===== config.mk =====
export PLATFORM = sky130hd
export DESIGN_NAME = pcm24_encoder_with_peak_buckets_core
export DESIGN_NICKNAME = d
export VERILOG_FILES = /design/src/sv/pcm24_pk_pkg.sv /design/src/sv/pcm24_pk_scale.sv /design/src/sv/pcm24_encoder_with_peak_buckets_core.sv
export SDC_FILE = /design/constraint.sdc
export NUM_CORES = 1
export LEC_CHECK = 0
export BUFFER_PORTS_ARGS = -buffer_cell sky130_fd_sc_hd__buf_2
export CORE_ASPECT_RATIO = 1.75
export CORE_MARGIN = 1.5
export CORE_UTILIZATION = 29
export DETAILED_ROUTE_END_ITERATION = 16
export GPL_ROUTABILITY_DRIVEN = 0
export HOLD_SLACK_MARGIN = 0.1
export RECOVER_POWER = 25
export SLEW_MARGIN = 20
export SYNTH_ARGS = -nofsm -noshare
export SYNTH_HDL_FRONTEND = slang
export SYNTH_SLANG_ARGS = --single-unit
export TNS_END_PERCENT = 20

===== constraint.sdc =====
create_clock -name clock -period 7.1 [get_ports clock]
set_input_delay 0.71 -clock clock [delete_from_list [all_inputs] [get_ports clock]]
set_output_delay 0.71 -clock clock [all_outputs]
set_load 0.1 [all_outputs]

===== src/sv/pcm24_pk_pkg.sv =====
`timescale 1ns / 1ps
// Shared constants and register codes for the PCM24 encoder with peak buckets.
// No dependencies.
package pcm24_pk_pkg;

   localparam int SAMPLE_W = 26;   // input sample width, Q2.F
   localparam int PCM_W    = 24;
   localparam int PEAK_W   = 16;
   localparam int COUNT_W  = 16;   // bucket frame counter and period register
   localparam int CSR_W    = 16;   // widest configuration register

   // PCM scale is 2^23 - 1, peak scale is 2^15 - 1
   localparam int PCM_SHIFT  = PCM_W - 1;
   localparam int PEAK_SHIFT = PEAK_W - 1;

   typedef enum logic [0:0] {
      CSR_STEREO_MODE     = 1'b0,
      CSR_FRAMES_PER_PEAK = 1'b1
   } csr_index_type;

   // request operation codes
   localparam logic OP_FRAME = 1'b0;
   localparam logic OP_FLUSH = 1'b1;

   localparam logic [1:0] PCM_COUNT_NONE   = 2'd0;
   localparam logic [1:0] PCM_COUNT_MONO   = 2'd1;
   localparam logic [1:0] PCM_COUNT_STEREO = 2'd2;

   localparam logic [COUNT_W-1:0] FRAMES_PER_PEAK_RESET = 16'd256;

endpackage


===== src/sv/pcm24_pk_scale.sv =====
`timescale 1ns / 1ps
// Fixed-point scaler: multiply by (2^SHIFT - 1), round half to even at FRAC_BITS,
// saturate to +-(2^SHIFT - 1). Pure combinational, no package dependency.
module pcm24_pk_scale #(
   parameter int FRAC_BITS = 24,
   parameter int IN_W      = 26,
   parameter int SHIFT     = 23
) (
   input  logic signed [IN_W-1:0] value,
   output logic signed [SHIFT:0]  result
);

   localparam int PROD_W = IN_W + SHIFT + 1;
   localparam int QUO_W  = PROD_W - FRAC_BITS;
   localparam int RND_W  = QUO_W + 1;
   localparam logic [FRAC_BITS-1:0] HALF = FRAC_BITS'(1) << (FRAC_BITS - 1);
   localparam logic signed [RND_W-1:0] LIMIT_POS = RND_W'((2 ** SHIFT) - 1);
   localparam logic signed [RND_W-1:0] LIMIT_NEG = -LIMIT_POS;

   logic signed [PROD_W-1:0] value_ext;
   logic signed [PROD_W-1:0] product;
   logic signed [QUO_W-1:0]  quo_floor;
   logic        [FRAC_BITS-1:0] frac;
   logic                     round_up;
   logic signed [RND_W-1:0]  rounded;

   // x * (2^S - 1) as a shift and subtract
   assign value_ext = PROD_W'(value);
   assign product   = (value_ext <<< SHIFT) - value_ext;

   // floor quotient plus ties-to-even correction
   assign quo_floor = product[PROD_W-1:FRAC_BITS];
   assign frac      = product[FRAC_BITS-1:0];
   assign round_up  = (frac > HALF) || ((frac == HALF) && quo_floor[0]);
   assign rounded   = RND_W'(quo_floor) + RND_W'({1'b0, round_up});

   always_comb begin
      if (rounded > LIMIT_POS) begin
         result = LIMIT_POS[SHIFT:0];
      end else if (rounded < LIMIT_NEG) begin
         result = LIMIT_NEG[SHIFT:0];
      end else begin
         result = rounded[SHIFT:0];
      end
   end

endmodule


===== src/sv/pcm24_encoder_with_peak_buckets_core.sv =====
`timescale 1ns / 1ps
//  Channel  Direction  Handshake             Payload
//  req      in         req_valid/req_stall   req_op, req_left_sample, req_right_sample
//  rsp      out        rsp_valid/rsp_stall   rsp_pcm_count/left/right, rsp_peak_*
//  csr      in         csr_write             csr_index, csr_data
//
// One request per clock while req_stall is low; the accept edge loads the request
// register, and the response register behind the scaling multipliers loads from it
// once the response register is open (empty or not stalled).
// Bucket min/max/count update at the accept edge; scaling runs on the request register.
// Synchronous reset clears valids and bucket state and restores default configuration.
// A stalled response holds its register; the request register then fills and
// req_stall rises, so at most two requests are in flight.
// Depends on pcm24_pk_pkg and pcm24_pk_scale.
module pcm24_encoder_with_peak_buckets_core #(
   parameter int FRAC_BITS = 24
) (
   input  logic                                       clock,
   input  logic                                       reset,

   input  logic                                       req_valid,
   output logic                                       req_stall,
   input  logic                                       req_op,
   input  logic signed [pcm24_pk_pkg::SAMPLE_W-1:0]   req_left_sample,
   input  logic signed [pcm24_pk_pkg::SAMPLE_W-1:0]   req_right_sample,

   output logic                                       rsp_valid,
   input  logic                                       rsp_stall,
   output logic        [1:0]                          rsp_pcm_count,
   output logic signed [pcm24_pk_pkg::PCM_W-1:0]      rsp_pcm_left,
   output logic signed [pcm24_pk_pkg::PCM_W-1:0]      rsp_pcm_right,
   output logic                                       rsp_peak_valid,
   output logic signed [pcm24_pk_pkg::PEAK_W-1:0]     rsp_peak_low,
   output logic signed [pcm24_pk_pkg::PEAK_W-1:0]     rsp_peak_high,

   input  logic                                       csr_write,
   input  logic        [0:0]                          csr_index,
   input  logic        [pcm24_pk_pkg::CSR_W-1:0]      csr_data
);

   localparam int SW = pcm24_pk_pkg::SAMPLE_W;
   localparam int CW = pcm24_pk_pkg::COUNT_W;
   // bucket width must hold +-1.0 even when FRAC_BITS leaves no headroom
   localparam int BW = (FRAC_BITS + 2 > SW) ? FRAC_BITS + 2 : SW;
   localparam logic signed [BW-1:0] ONE_VAL     = BW'(2 ** FRAC_BITS);
   localparam logic signed [BW-1:0] NEG_ONE_VAL = -ONE_VAL;

   // configuration
   logic          stereo_mode_ff;
   logic [CW-1:0] frames_per_peak_ff;

   // bucket state
   logic signed [BW-1:0] bucket_min_ff, bucket_min_in;
   logic signed [BW-1:0] bucket_max_ff, bucket_max_in;
   logic        [CW-1:0] bucket_count_ff, bucket_count_in;

   // request register
   logic                 s1_valid_ff, s1_valid_in;
   logic [1:0]           s1_count_ff, s1_count_in;
   logic signed [BW-1:0] s1_left_ff, s1_left_in;
   logic signed [BW-1:0] s1_right_ff, s1_right_in;
   logic                 s1_peak_ff, s1_peak_in;
   logic signed [BW-1:0] s1_low_ff, s1_low_in;
   logic signed [BW-1:0] s1_high_ff, s1_high_in;

   // response register
   logic                                      rsp_valid_ff, rsp_valid_in;
   logic [1:0]                                rsp_count_ff;
   logic signed [pcm24_pk_pkg::PCM_W-1:0]     rsp_left_ff, rsp_left_in;
   logic signed [pcm24_pk_pkg::PCM_W-1:0]     rsp_right_ff, rsp_right_in;
   logic                                      rsp_peak_ff;
   logic signed [pcm24_pk_pkg::PEAK_W-1:0]    rsp_low_ff, rsp_low_in;
   logic signed [pcm24_pk_pkg::PEAK_W-1:0]    rsp_high_ff, rsp_high_in;

   logic out_open, s1_adv, s1_open, req_take;
   logic signed [BW-1:0] left_ext, right_ext, lo_val, hi_val;
   logic signed [BW-1:0] min_upd, max_upd;
   logic [CW-1:0] count_upd;
   logic bucket_full;

   // handshake
   assign out_open  = !rsp_valid_ff || !rsp_stall;
   assign s1_adv    = s1_valid_ff && out_open;
   assign s1_open   = !s1_valid_ff || out_open;
   assign req_stall = !s1_open;
   assign req_take  = req_valid && s1_open;

   assign s1_valid_in  = req_take || (s1_valid_ff && !s1_adv);
   assign rsp_valid_in = out_open ? s1_valid_ff : rsp_valid_ff;

   function automatic logic signed [BW-1:0] clamp_unit(input logic signed [BW-1:0] x);
      logic signed [BW-1:0] y;
      if (x > ONE_VAL) begin
         y = ONE_VAL;
      end else if (x < NEG_ONE_VAL) begin
         y = NEG_ONE_VAL;
      end else begin
         y = x;
      end
      return y;
   endfunction

   // frame min/max; mono uses left for both
   assign left_ext  = BW'(req_left_sample);
   assign right_ext = stereo_mode_ff ? BW'(req_right_sample) : left_ext;
   assign lo_val    = (left_ext < right_ext) ? left_ext : right_ext;
   assign hi_val    = (left_ext > right_ext) ? left_ext : right_ext;
   assign min_upd   = (lo_val < bucket_min_ff) ? lo_val : bucket_min_ff;
   assign max_upd   = (hi_val > bucket_max_ff) ? hi_val : bucket_max_ff;
   assign count_upd = bucket_count_ff + CW'(1);
   assign bucket_full = (count_upd >= frames_per_peak_ff);

   always_comb begin
      bucket_min_in   = bucket_min_ff;
      bucket_max_in   = bucket_max_ff;
      bucket_count_in = bucket_count_ff;
      s1_count_in     = pcm24_pk_pkg::PCM_COUNT_NONE;
      s1_left_in      = '0;
      s1_right_in     = '0;
      s1_peak_in      = 1'b0;
      s1_low_in       = '0;
      s1_high_in      = '0;
      if (req_op == pcm24_pk_pkg::OP_FLUSH) begin
         // flush: emit only a non-empty bucket
         if (bucket_count_ff != '0) begin
            s1_peak_in      = 1'b1;
            s1_low_in       = bucket_min_ff;
            s1_high_in      = bucket_max_ff;
            bucket_min_in   = ONE_VAL;
            bucket_max_in   = NEG_ONE_VAL;
            bucket_count_in = '0;
         end
      end else begin
         s1_count_in = stereo_mode_ff ? pcm24_pk_pkg::PCM_COUNT_STEREO
                                      : pcm24_pk_pkg::PCM_COUNT_MONO;
         s1_left_in  = clamp_unit(left_ext);
         s1_right_in = stereo_mode_ff ? clamp_unit(right_ext) : '0;
         if (bucket_full) begin
            s1_peak_in      = 1'b1;
            s1_low_in       = min_upd;
            s1_high_in      = max_upd;
            bucket_min_in   = ONE_VAL;
            bucket_max_in   = NEG_ONE_VAL;
            bucket_count_in = '0;
         end else begin
            bucket_min_in   = min_upd;
            bucket_max_in   = max_upd;
            bucket_count_in = count_upd;
         end
      end
   end

   pcm24_pk_scale #(.FRAC_BITS(FRAC_BITS), .IN_W(BW), .SHIFT(pcm24_pk_pkg::PCM_SHIFT))
      u_scale_left (.value(s1_left_ff), .result(rsp_left_in));
   pcm24_pk_scale #(.FRAC_BITS(FRAC_BITS), .IN_W(BW), .SHIFT(pcm24_pk_pkg::PCM_SHIFT))
      u_scale_right (.value(s1_right_ff), .result(rsp_right_in));
   pcm24_pk_scale #(.FRAC_BITS(FRAC_BITS), .IN_W(BW), .SHIFT(pcm24_pk_pkg::PEAK_SHIFT))
      u_scale_low (.value(s1_low_ff), .result(rsp_low_in));
   pcm24_pk_scale #(.FRAC_BITS(FRAC_BITS), .IN_W(BW), .SHIFT(pcm24_pk_pkg::PEAK_SHIFT))
      u_scale_high (.value(s1_high_ff), .result(rsp_high_in));

   // control and state
   always_ff @(posedge clock) begin
      if (reset) begin
         stereo_mode_ff     <= 1'b1;
         frames_per_peak_ff <= pcm24_pk_pkg::FRAMES_PER_PEAK_RESET;
         bucket_min_ff      <= ONE_VAL;
         bucket_max_ff      <= NEG_ONE_VAL;
         bucket_count_ff    <= '0;
         s1_valid_ff        <= 1'b0;
         rsp_valid_ff       <= 1'b0;
      end else begin
         if (csr_write) begin
            unique case (csr_index)
               pcm24_pk_pkg::CSR_STEREO_MODE:     stereo_mode_ff     <= csr_data[0];
               pcm24_pk_pkg::CSR_FRAMES_PER_PEAK: frames_per_peak_ff <= csr_data[CW-1:0];
               default: ;
            endcase
         end
         if (req_take) begin
            bucket_min_ff   <= bucket_min_in;
            bucket_max_ff   <= bucket_max_in;
            bucket_count_ff <= bucket_count_in;
         end
         s1_valid_ff  <= s1_valid_in;
         rsp_valid_ff <= rsp_valid_in;
      end
   end

   // payload
   always_ff @(posedge clock) begin
      if (req_take) begin
         s1_count_ff <= s1_count_in;
         s1_left_ff  <= s1_left_in;
         s1_right_ff <= s1_right_in;
         s1_peak_ff  <= s1_peak_in;
         s1_low_ff   <= s1_low_in;
         s1_high_ff  <= s1_high_in;
      end
      if (s1_adv) begin
         rsp_count_ff <= s1_count_ff;
         rsp_left_ff  <= rsp_left_in;
         rsp_right_ff <= rsp_right_in;
         rsp_peak_ff  <= s1_peak_ff;
         rsp_low_ff   <= rsp_low_in;
         rsp_high_ff  <= rsp_high_in;
      end
   end

   assign rsp_valid      = rsp_valid_ff;
   assign rsp_pcm_count  = rsp_count_ff;
   assign rsp_pcm_left   = rsp_left_ff;
   assign rsp_pcm_right  = rsp_right_ff;
   assign rsp_peak_valid = rsp_peak_ff;
   assign rsp_peak_low   = rsp_low_ff;
   assign rsp_peak_high  = rsp_high_ff;

endmodule


== Yosys cells after proc, flatten, opt, wreduce, memory -nomap -nowiden ==
Cells that the tools add are included.
Storage, ports and cells
  register bits after elaboration: 277
  latch bits: 0
  RAM bits: 0
  memory bits (read-only): 0
  input bits: 75
  output and inout port bits: 85
  memories: 0
Cells by class
  $add $sub $neg: 9
  multipliers: 0
  div/mod/pow operators: 0
  order comparisons: 21
  equality and inequality tests: 5
  shift operators: 0
  multiplexer cells: 32
  bitwise operators: 2
  reduce and logical (&&, ||, !) cells: 32
Operator list (number)
  2-to-1 mux 26 bit: 19
  subtractor 49 x 26 -> 50 bit: 2
  equality test 24 bit, second input constant: 4
  greater-than comparator 24 bit, second input constant: 4
  subtractor 41 x 26 -> 42 bit: 2
  2-to-1 mux 16 bit: 5
  adder 26 x 2 -> 27 bit: 2
  greater-than comparator 27 x 24 -> 1 bit, second input constant: 2
  < comparator 27 x 24 -> 1 bit, second input constant: 2
  greater-than comparator 26 bit: 2
  greater-than comparator 26 bit, second input constant: 2
  < comparator 26 x 25 -> 1 bit, second input constant: 2
  < comparator 26 bit: 2
  2-to-1 mux 25 bit: 2
  2-to-1 mux 24 bit: 2
  adder 18 x 2 -> 19 bit: 2
  greater-than comparator 19 x 16 -> 1 bit, second input constant: 2
  < comparator 19 x 16 -> 1 bit, second input constant: 2
  adder 16 x 1 -> 16 bit, second input constant: 1
  >= comparator 16 bit: 1
  nonzero test 16 bit: 1
  OR reduction 2 bit: 6
  logical AND 1 bit: 7
  logical OR 1 bit: 7
  other kinds (8): 18

== Depth between registers and ports, before layout ==
Gate-level depths: netlist of the first run.
  depth in word-level cells: 7
  mapped depth: 32
  gate-level depth less buffers: 26

== Cells and area by module ==
Synthesis of the first run repeated with hierarchy kept, for this count alone.
Second synthesis, totals
  cell total of the unflattened synthesis: 2739
  area total of the unflattened synthesis: 24498.5 µm²
Modules (own cells, without submodules)
  pcm24_encoder_with_peak_buckets_core: times used 1, cells an instance 1157, area each 13460.4 µm²
  pcm24_pk_scale at u_scale_left ...: times used 2, cells an instance 454, area each 3269.4 µm²
  pcm24_pk_scale at u_scale_high ...: times used 2, cells an instance 337, area each 2249.7 µm²

== Worst setup path after synthesis of the first run ==
Ideal clock, no wire load.
  path kind: register to register
  from: register rsp_valid_ff (netlist: rsp_valid)
  to: register rsp_count_ff[0] (netlist: rsp_pcm_count[0]) (enable)
  setup time: 650 ps
  data arrival time: 6793 ps
  data required time: 6450 ps
  setup slack: -343 ps
  cell stages (with the launch flop): 2
  path buffers: 0
  clock period less this slack: 7443 ps
  path through: dfxtp_1 > a21boi_0
On the way
  longest elaborated chain between the ends: 3
Ends and longest elaborated chain
  from (decl): line pcm24_encoder_with_peak_buckets_core.sv:67  | logic rsp_valid_ff, rsp_valid_in;
  from (signal assigned): line pcm24_encoder_with_peak_buckets_core.sv:186  | rsp_valid_ff <= rsp_valid_in;
  logical NOT 1 bit: line pcm24_encoder_with_peak_buckets_core.sv:82  | assign out_open = !rsp_valid_ff || !rsp_stall;
  logical OR 1 bit: line pcm24_encoder_with_peak_buckets_core.sv:82
  logical AND 1 bit: line pcm24_encoder_with_peak_buckets_core.sv:83  | assign s1_adv = s1_valid_ff && out_open;
  net s1_adv: line pcm24_encoder_with_peak_buckets_core.sv:75  | logic out_open, s1_adv, s1_open, req_take;
  to (signal assigned): line pcm24_encoder_with_peak_buckets_core.sv:201  | rsp_count_ff <= s1_count_ff;
  to (decl): line pcm24_encoder_with_peak_buckets_core.sv:68  | logic [1:0] rsp_count_ff;
The timed path passes the listed nets, and every way through them passes these cells.
A chain may end at the register's enable or synchronous reset.

== Worst setup path after layout of the first run ==
  from: register stereo_mode_ff
  to: register bucket_max_ff[11]
On the way
  longest elaborated chain between the ends: 7
Ends and longest elaborated chain
  from (decl): line pcm24_encoder_with_peak_buckets_core.sv:49  | logic stereo_mode_ff;
  from (signal assigned): line pcm24_encoder_with_peak_buckets_core.sv:175  | pcm24_pk_pkg::CSR_STEREO_MODE: stereo_mode_ff <= csr_data[0];
  2-to-1 mux 26 bit *: line pcm24_encoder_with_peak_buckets_core.sv:105  | assign right_ext = stereo_mode_ff ? BW'(req_right_sample) : left_ext;
  greater-than comparator 26 bit: line pcm24_encoder_with_peak_buckets_core.sv:107  | assign hi_val = (left_ext > right_ext) ? left_ext : right_ext;
  2-to-1 mux 26 bit *: line pcm24_encoder_with_peak_buckets_core.sv:107
  greater-than comparator 26 bit: line pcm24_encoder_with_peak_buckets_core.sv:109  | assign max_upd = (hi_val > bucket_max_ff) ? hi_val : bucket_max_ff;
  2-to-1 mux 26 bit *: line pcm24_encoder_with_peak_buckets_core.sv:109
  2-to-1 mux 26 bit *: line pcm24_encoder_with_peak_buckets_core.sv:138  | if (bucket_full) begin
  2-to-1 mux 26 bit *: line pcm24_encoder_with_peak_buckets_core.sv:123  | if (req_op == pcm24_pk_pkg::OP_FLUSH) begin
  to (signal assigned): line pcm24_encoder_with_peak_buckets_core.sv:182  | bucket_max_ff <= bucket_max_in;
  to (decl): line pcm24_encoder_with_peak_buckets_core.sv:54  | logic signed [BW-1:0] bucket_max_ff, bucket_max_in;
Every way passes the cells marked *; elsewhere a longest branch is shown, timed or not.

==> results of run 1 <==
==> how the worst max path moves through the flow <==
stage	slack (ns)	endpoint	depth (start not counted)
after floorplan	-0.03	s1_low_ff[10]$_DFFE_PP_	26
after CTS	0.25	bucket_max_ff[24]$_SDFFE_PP1P_	23
after global placement	0.46	bucket_max_ff[10]$_SDFFE_PP0P_	25
after global routing	0.11	bucket_max_ff[24]$_SDFFE_PP1P_	24
after detailed placement	0.27	bucket_max_ff[24]$_SDFFE_PP1P_	23
final	0.60	bucket_max_ff[11]$_SDFFE_PP0P_	24
==> state kept, by name, summed over array words and instances (netlist names), 24 cells and up <==
signal,flops
bucket_max_ff,26
bucket_min_ff,26
rsp_pcm_left,24
rsp_pcm_right,24
s1_high_ff,26
s1_left_ff,26
s1_low_ff,26
s1_right_ff,26
==> power groups by stage <==
stage / clock, mW / combinational (mW) / sequential [mW]
2_1_floorplan: 0 / 1.68 / 2.42
3_3_place_gp: 0 / 2.72 / 2.04
3_5_place_dp: 0 / 2.73 / 2.04
4_1_cts: 1.61 / 2.75 / 2.00
5_1_grt: 1.65 / 3.00 / 2.02
6_report: 1.56 / 2.76 / 2.00
==> cells in the final DEF (no fill, tap or decap), types with 62 or more instances in the layout <==
cell type | synthesis | final
nand3_1 | 97 | 97
nor2_1 | 220 | 220
xor2_1 | 74 | 74
dfxtp_1 | 87 | 86
xnor2_1 | 93 | 93
nor3_1 | 75 | 73
edfxtp_1 | 190 | 190
buf_2 | 5 | 142
nand2_1 | 187 | 187
a22o_1 | 81 | 80
mux2i_1 | 62 | 62
a21o_1 | 77 | 77
o21ai_0 | 142 | 142
a21oi_1 | 208 | 208
nand4_1 | 62 | 62
ha_1 | 203 | 203
inv_1 | 160 | 159
==> metal layers <==
layer | track usage [%] | vias up | wire length, um | share of wire, %
li1 | - | 10300 | - | -
met3 | 2.01 | 186 | 3090 | 4.3
met4 | 9.66 | 2 | 4320 | 6.0
met5 | 0 | - | 13 | 0.018
met2 | 30.3 | 615 | 35200 | 49
met1 | 19.2 | 9623 | 29300 | 41
==> cell type report <==
class                           count  area (sq um)  share of cell area, %
Clock inverter                     20           164                  0.625
Sequential cell                   277          7450                   28.4
Multi-Input combinational cell   2119         14700                   56.1
Inverter                          160           602                   2.30
Antenna cell                        1          2.50                0.00955
Timing Repair Buffer              211          1160                   4.43
Clock buffer                       36           815                   3.11
Tap cell                         1042          1300                   4.97
==> cells in the mapped netlist, types with 8 or more instances <==
cell type / number
nor2_1: 220
mux2i_1: 62
nand2b_1: 29
or4_1: 9
nand3_1: 97
or2_2: 8
a21boi_0: 8
dfxtp_1: 87
and4_1: 12
nand4b_1: 8
a22oi_1: 15
a22o_1: 81
o211ai_1: 23
nor3_1: 75
xnor2_1: 93
ha_1: 203
o21ai_0: 142
mux2_2: 11
nand4_1: 62
a21o_1: 77
o21bai_1: 11
a31oi_2: 10
nand3b_1: 18
or3_1: 16
clkbuf_1: 104
a31oi_1: 18
and2_1: 27
nor2b_1: 26
a31o_2: 9
nand2_1: 187
and3_1: 41
a21oi_1: 208
o31ai_1: 10
edfxtp_1: 190
xor2_1: 74
a211oi_1: 19
o21a_1: 18
inv_1: 160
nor4_1: 41
a211o_1: 15
==> what timing repair did <==
action,4_1_cts,5_1_grt
buffers inserted,0,0
resized for setup,0,3
endpoints found under the hold margin,0,0
endpoints found under the setup margin,0,99
==> through the flow <==
stage	std cells	cell area (sq um)	hold slack, ns
2_1_floorplan	2674	23200	0.400
3_3_place_gp	3809	25300	0.407
3_5_place_dp	3809	25300	0.407
4_1_cts	3865	26200	0.305
5_1_grt	3865	26200	0.342
6_report	3866	26200	0.348
==> cells by family after synthesis <==
family	count (synthesis)	synth area share, %
AOI/OAI and AO/OA	751	21.8
xor gates and xnor gates	169	6.50
adders and majority gates	203	11.0
buffers and inverters	278	4.62
DFF	277	32.1
muxes	73	3.21
and+or+nand+nor	923	20.8
==> worst reg2reg max path, stage by stage (launching register included) <==
cell and delay [ns]:
dfxtp_2 0.50, buf_4 0.22, mux2i_1 0.30, ha_1 0.31, a21o_1 0.18, a21o_1 0.16
a21oi_1 0.18, o21ai_0 0.11, a22oi_1 0.22, o211ai_1 0.24, xor2_4 0.54, a41o_1 0.32
buf_4 0.32, nor2_1 0.09, a21oi_1 0.27, ha_1 0.30, and4_1 0.22, a21oi_1 0.15
nand2_1 0.10, a221o_1 0.35, a21oi_1 0.18, a21oi_1 0.11, or2_2 0.35, a22o_2 0.43
a22o_1 0.27
==> results.md, run 1 <==
* Layout net count at 3077
* Switching power total at 2.66 mW
* Syn avg cell area at around 8.7 sq um
* Distinct cell type count after synthesis at 94
* Failing checks: max-capacitance violations, max-slew violations
* Clk pin slew, worst setup/hold paths at 0.06 ns
* Input/output buffers at ~160
* # H-tree levels at 1
* TritonCTS Buffers at 30
* First-pass GRT wire length at 110000 um
* Die area at 81700 sq um
* Via count at 20.7k
* Hold crit path type: in -> reg
* Worst vdd ir at 0.176 mV
* Critical path required time at 7.58 ns
* Cell mode on critical path: a21oi_1
* Yosys top cell by area: edfxtp_1
* Cell area power density at 241 nW/um^2
* CTS tree: built
* Hold Startpoint: req_valid
* Final WL at roughly 72000 um
* Synth area leaders: edfxtp_1 (25%), ha_1 (11%), dfxtp_1 (7.5%), a21oi_1 (4.5%), nor2_1 (3.6%)
* Endpoints failing hold at 0
* Worst path max stage delay at 0.54 ns
* YS warnings at 0
* Core Area at between 70000 and 80000 sq um
* Worst slew margin at -212%
* Placed wire-length estimate at 57100 um
* Critical Path Start Type: register
* Final Max Slew Viols at approximately 170
* Flop-to-flop setup slack at 0.60 ns
* RSZ-0062 raised after global routing: no
* Critical Path, Cell by Cell: buf_4 -> mux2i_1 -> ha_1 -> a21o_1 -> a21o_1 -> a21oi_1 -> o21ai_0 -> a22oi_1 -> o211ai_1 -> xor2_4 -> a41o_1 -> buf_4 -> nor2_1 -> a21oi_1 -> ha_1 -> and4_1 -> a21oi_1 -> nand2_1 -> a221o_1 -> a21oi_1 -> a21oi_1 -> or2_2 -> a22o_2 -> a22o_1
* Row cnt at between 100 and 150
* Drt first pass iters at 8
* CTS sink count at 277
* CP max FO at 26
* Synth top area share at 24.6%
* Sequential share of the synthesized area at 32.1%
* Synthesized flop and latch total at 277
* Buf+Inv Stages, Crit Path at 2
* Slew @ Worst Pin at 4.63 ns
* Fillers at about 8.3k
* Clock latency on the worst-skew pair at around 0.60 ns
* Syn Nets at 2952
* R2R depth at 24
* Hold buffers post-CTS at 0
* Minimum clock period at 6.50 ns
* Grt total ovfl at 0
* Vias in the first global route at 19.7k
* Die width at between 200 and 250 um
* Fmax at 154 MHz
* Proportion of layout cells with a drive suffix above 1 at a little under an eighth
* Setup WS pre-CTS at 0.270 ns
* CP max-delay cell: xor2_4
* Worst Skew at 0.0228 ns
* Crit Path Class: reg -> reg
* P_leak at roughly 11 nW
* Async set-reset flop share out of synthesis at 0%
* WL/cell at 18.6 um
* Endpoints failing setup at 0
* Seq pwr share at 31.7%
* Setup TNS at 0 ns
* Synthesized instance count at 2674
* Sw Ratio at 42.1%
* Number of vias per cell at between 5 and 6
* Setup crit end kind: register
* Critical path startpoint: stereo_mode_ff$_SDFFE_PP1P_
* Pin count of the biggest net entering global routing at between 60 and 70
* Internal Pwr Total at 3.66 mW
* GRT Util Overall at approximately 17%
* FF-to-FF End: bucket_max_ff[11]$_SDFFE_PP0P_
* I/O Pins at 160
* Outcome: complete, but fails checks
* Post-synth top flop: edfxtp_1
* Final core utilization at 33.0%
* Hold path depth at 2
* CTS max path bufs at 3
* CP delay by family, top: compound AO/OA/AOI/OAI gates
* Final worst setup slack at 0.598 ns
* Period Utilization, post-route at 91.6%
* Routed Antenna Nets at 0
* Starting density of the core at 29.2%
* Violation count after the first detailed-route iteration at 1236
* Max_cap viols at 4
* P&R area growth vs syn at 13.0%
* Total Power at 6.32 mW
* Clk root buf: clkbuf_16
* DRC errors left at 0
* WHS Endpoint: s1_valid_ff$_SDFF_PP0_
* FF-to-FF Start: stereo_mode_ff$_SDFFE_PP1P_
* Comb pwr share at between 40% and 50%
* Antenna violations before repair at 2
* Number of enable flip-flop cells after synthesis at 190
* Clk pwr share at 24.6%
* Cell area after synthesis at 23200 sq um
* Die extent in y at 377 um
* Worst EP arrival at 6.99 ns
No activity file was read; power rests on OpenSTA's default activity.
==> run 2: changes to the inputs <==
--- a/config.mk
+++ b/config.mk
@@ -12,9 +12,11 @@
 export DETAILED_ROUTE_END_ITERATION = 16
 export GPL_ROUTABILITY_DRIVEN = 0
 export HOLD_SLACK_MARGIN = 0.1
+export MAX_ROUTING_LAYER = met4
 export RECOVER_POWER = 25
 export SLEW_MARGIN = 20
 export SYNTH_ARGS = -nofsm -noshare
 export SYNTH_HDL_FRONTEND = slang
+export SYNTH_HIERARCHICAL = 1
 export SYNTH_SLANG_ARGS = --single-unit
 export TNS_END_PERCENT = 20
==> run 2 against run 1 <==
  * The flow still finishes with violations (max-capacitance violations, max-slew violations)
  * Cell count rose by 1.9%
  * Non-clock buffer count fell by 30
  * Routed wire length rose by 6.6%
  * Die area rose by 5.6%
  * Fmax rose by 1.7%
  * Total power rose by 4.6%
  * Final area rose by 3.6%
  * Synthesized cell count rose by 2.4%
  * Clock power rose by 9%
  * Critical path depth fell by 2
  * Critical endpoint is now s1_low_ff[25]$_DFFE_PP_
  * Largest cell class unchanged
  * Highest routed layer is now met4
==> results.md, run 2 <==
* Critical Path Start Type: register
* Routed length on met2 at 38000 um
* CP max FO at 31
* Syn avg cell area at 8.94 sq um
* Routed Antenna Nets at 0
* Cell area after synthesis at 24500 sq um
* Final WL at 76600 um
* Clk root buf: clkbuf_16
* CTS max path bufs at 3
* Design area at between 20000 and 30000 sq um
* YS warnings at 6
* Worst EP arrival at 6.87 ns
* Antenna violations before repair at 13
* Period Utilization, post-route at between 90% and 100%
* Input/output buffers at 159
* TritonCTS Buffers at 30
* Pin count of the biggest net entering global routing at 58
* Post-CTS Resized at 0
* Endpoints failing setup at 0
* Clock latency on the worst-skew pair at around 0.62 ns
* GRT Util Overall at 17.8%
* Die extent in y at between 300 and 400 um
* CTS sink count at 277
* Yosys top cell by area: edfxtp_1
* First-pass GRT wire length at 118000 um
* Number of vias per cell at 5.48
* Max_cap viols at 3
* Synthesized flop and latch total at 277
* P_leak at 10.6 nW
* RSZ-0062 raised after global routing: no
* Grt total ovfl at 0
* # Post-CTS Setup Buffers at 0
* Setup crit end kind: register
* Placed cells at 3876
* Synth area leaders: edfxtp_1 (23%), ha_1 (10%), dfxtp_1 (7.1%), a21oi_1 (3.6%), nand2_1 (3.2%)
* Wire length on met1 at 29200 um
* Via count at about 22k
* Row cnt at 140
* Clk pin slew, worst setup/hold paths at roughly 0.070 ns
* Setup TNS at 0 ns
* Count leader, synth: nand2_1
* Hold crit path type: in -> reg
* Final Max Slew Viols at 125
* Async set-reset flop share out of synthesis at 0%
* P&R area growth vs syn at 10.9%
* Synth top cells by count: nand2_1 (211), ha_1 (203), inv_1 (195)
* Worst vdd ir at ~0.18 mV
* Die area at 86300 sq um
* Crit Path Class: reg -> reg
* Non-Filler Instances at 3941
* Proportion of layout cells with a drive suffix above 1 at 14.4%
* # H-tree levels at 1
* Cell area power density at between 200 and 250 nW/um^2
* CTS tree: built
* Critical path required time at 7.57 ns
* Slew @ Worst Pin at 2.49 ns
* WL/cell at 19.4 um
* Die width at 223 um
* Minimum clock period at around 6.4 ns
* Met3 WL at about 4000 um
* Failing checks: max-capacitance violations, max-slew violations
* Hold buffers post-CTS at 0
* Distinct cell type count after synthesis at 116
* DP Area at ~26000 sq um
* Uppermost layer routed: met4
* Violation count after the first detailed-route iteration at approximately 1.3k
* Leading cell type in the layout, fill and taps excluded: nand2_1
* Post-synth top flop: edfxtp_1
* DRC errors left at 0
* Number of enable flip-flop cells after synthesis at 190
* Worst slew margin at -66.9%
* Syn Nets at 3017
* Total Power at approximately 6.6 mW
* Starting density of the core at 29.4%
* Endpoints failing hold at 0
* Layout net count at 3121
* Placed wire-length estimate at approximately 62000 um
* Core Area at 83400 sq um
* Outcome: complete, but fails checks
* Commonest cells after routing, fill and taps aside: nand2_1 (211), ha_1 (203), inv_1 (194)
* Worst Skew at about 0.018 ns
* Drt first pass iters at 7
* Fmax at 156 MHz
* Synthesized instance count at 2739
* Vias in the first global route at between 20k and 25k
* I/O Pins at 160
* Sequential share of the synthesized area at 30.4%
* Synth top area share at 23.3%
[run 2: cell count changes in the layout (fill, tap and decap cells not counted), sizes merged, moves of 22 or more]
| cell | before | now |
|---|---|---|
| a21o | 77 | 48 |
| mux2 | 11 | 48 |
| a22o | 81 | 29 |
| nand2 | 188 | 211 |
| nor2 | 220 | 178 |
| buf | 193 | 149 |
| o2bb2ai | 2 | 27 |
| o21ai | 146 | 168 |
| a2bb2o | 0 | 26 |
| inv | 168 | 200 |
[run 2: layout make-up]
type                            instances  area [sq um]
Tap cell                             1065          1330
Clock buffer                           38           833
Multi-Input combinational cell       2158         15700
Clock inverter                         18           221
Inverter                              195           733
Antenna cell                            9          22.5
Sequential cell                       277          7450
Fill cell                            8697         56200
Timing Repair Buffer                  181           916
[run 2: worst max-delay path, cell delays in order, from the launching register on]
cell      delay (ns)
dfxtp_1         0.31
buf_4           0.36
mux2_2          0.41
inv_1           0.08
ha_1            0.25
a21oi_1         0.14
o21ai_1         0.08
a2111o_1        0.45
and2_1          0.19
nor2_4          0.17
xnor2_2         0.15
buf_4           0.25
mux2_2          0.42
ha_1            0.32
a211o_1         0.32
a211oi_1        0.25
o211ai_1        0.13
a21oi_1         0.23
o32a_1          0.21
nor2b_1         0.12
a211oi_4        0.19
and2_1          0.89
a22o_1          0.26
[run 2: worst paths after layout]
kind / startpoint / endpoint / slack [ns] / cells after the start
max: stereo_mode_ff$_SDFFE_PP1P_ / s1_low_ff[25]$_DFFE_PP_ / 0.70 / 22
min: csr_data[8] / frames_per_peak_ff[8]$_SDFFE_PP1P_ / 0.30 / 3
max reg2reg: stereo_mode_ff$_SDFFE_PP1P_ / s1_low_ff[25]$_DFFE_PP_ / 0.70 / 22
min reg2reg: s1_count_ff[1]$_SDFFCE_PP0P_ / rsp_pcm_count[1]$_DFFE_PP_ / 0.43 / 0
[run 2: cells by family after synthesis]
logic type                 count (synthesis)  share of synthesized area [%]
xor gates and xnor gates                 161                           6.09
buffers and inverters                    304                           5.73
and+or+nand+nor                          924                           20.6
AOI/OAI and AO/OA                        764                           22.2
muxes                                    106                           4.61
adders and majority gates                203                           10.4
DFF                                      277                           30.4
[run 2: where the power goes]
group          leakage (nW)  internal [mW]  switching, mW
Sequential             2.58           1.92         0.0805
Clock                 0.519          0.983          0.719
Combinational          7.48          0.948           1.95
Total                  10.6           3.85           2.75
[run 2: layer usage]
layer / global-route usage (%) / vias up
li1: - / 10500
met1: 18.9 / 10200
met2: 31.2 / 674
met3: 2.27 / 244
met4: 11.3 / 0
met5: - / -
[run 2: through the flow]
| stage | hold slack, ns | setup WS [ns] | utilization [%] |
|---|---|---|---|
| 6_report | 0.303 | 0.704 | 32.6 |
| 5_1_grt | 0.321 | 0.313 | 32.6 |
| 4_1_cts | 0.288 | 0.775 | 32.6 |
| 3_5_place_dp | 0.414 | 0.693 | 31.3 |
| 3_3_place_gp | 0.441 | 0.759 | 31.3 |
| 2_1_floorplan | 0.400 | 1.07 | - |
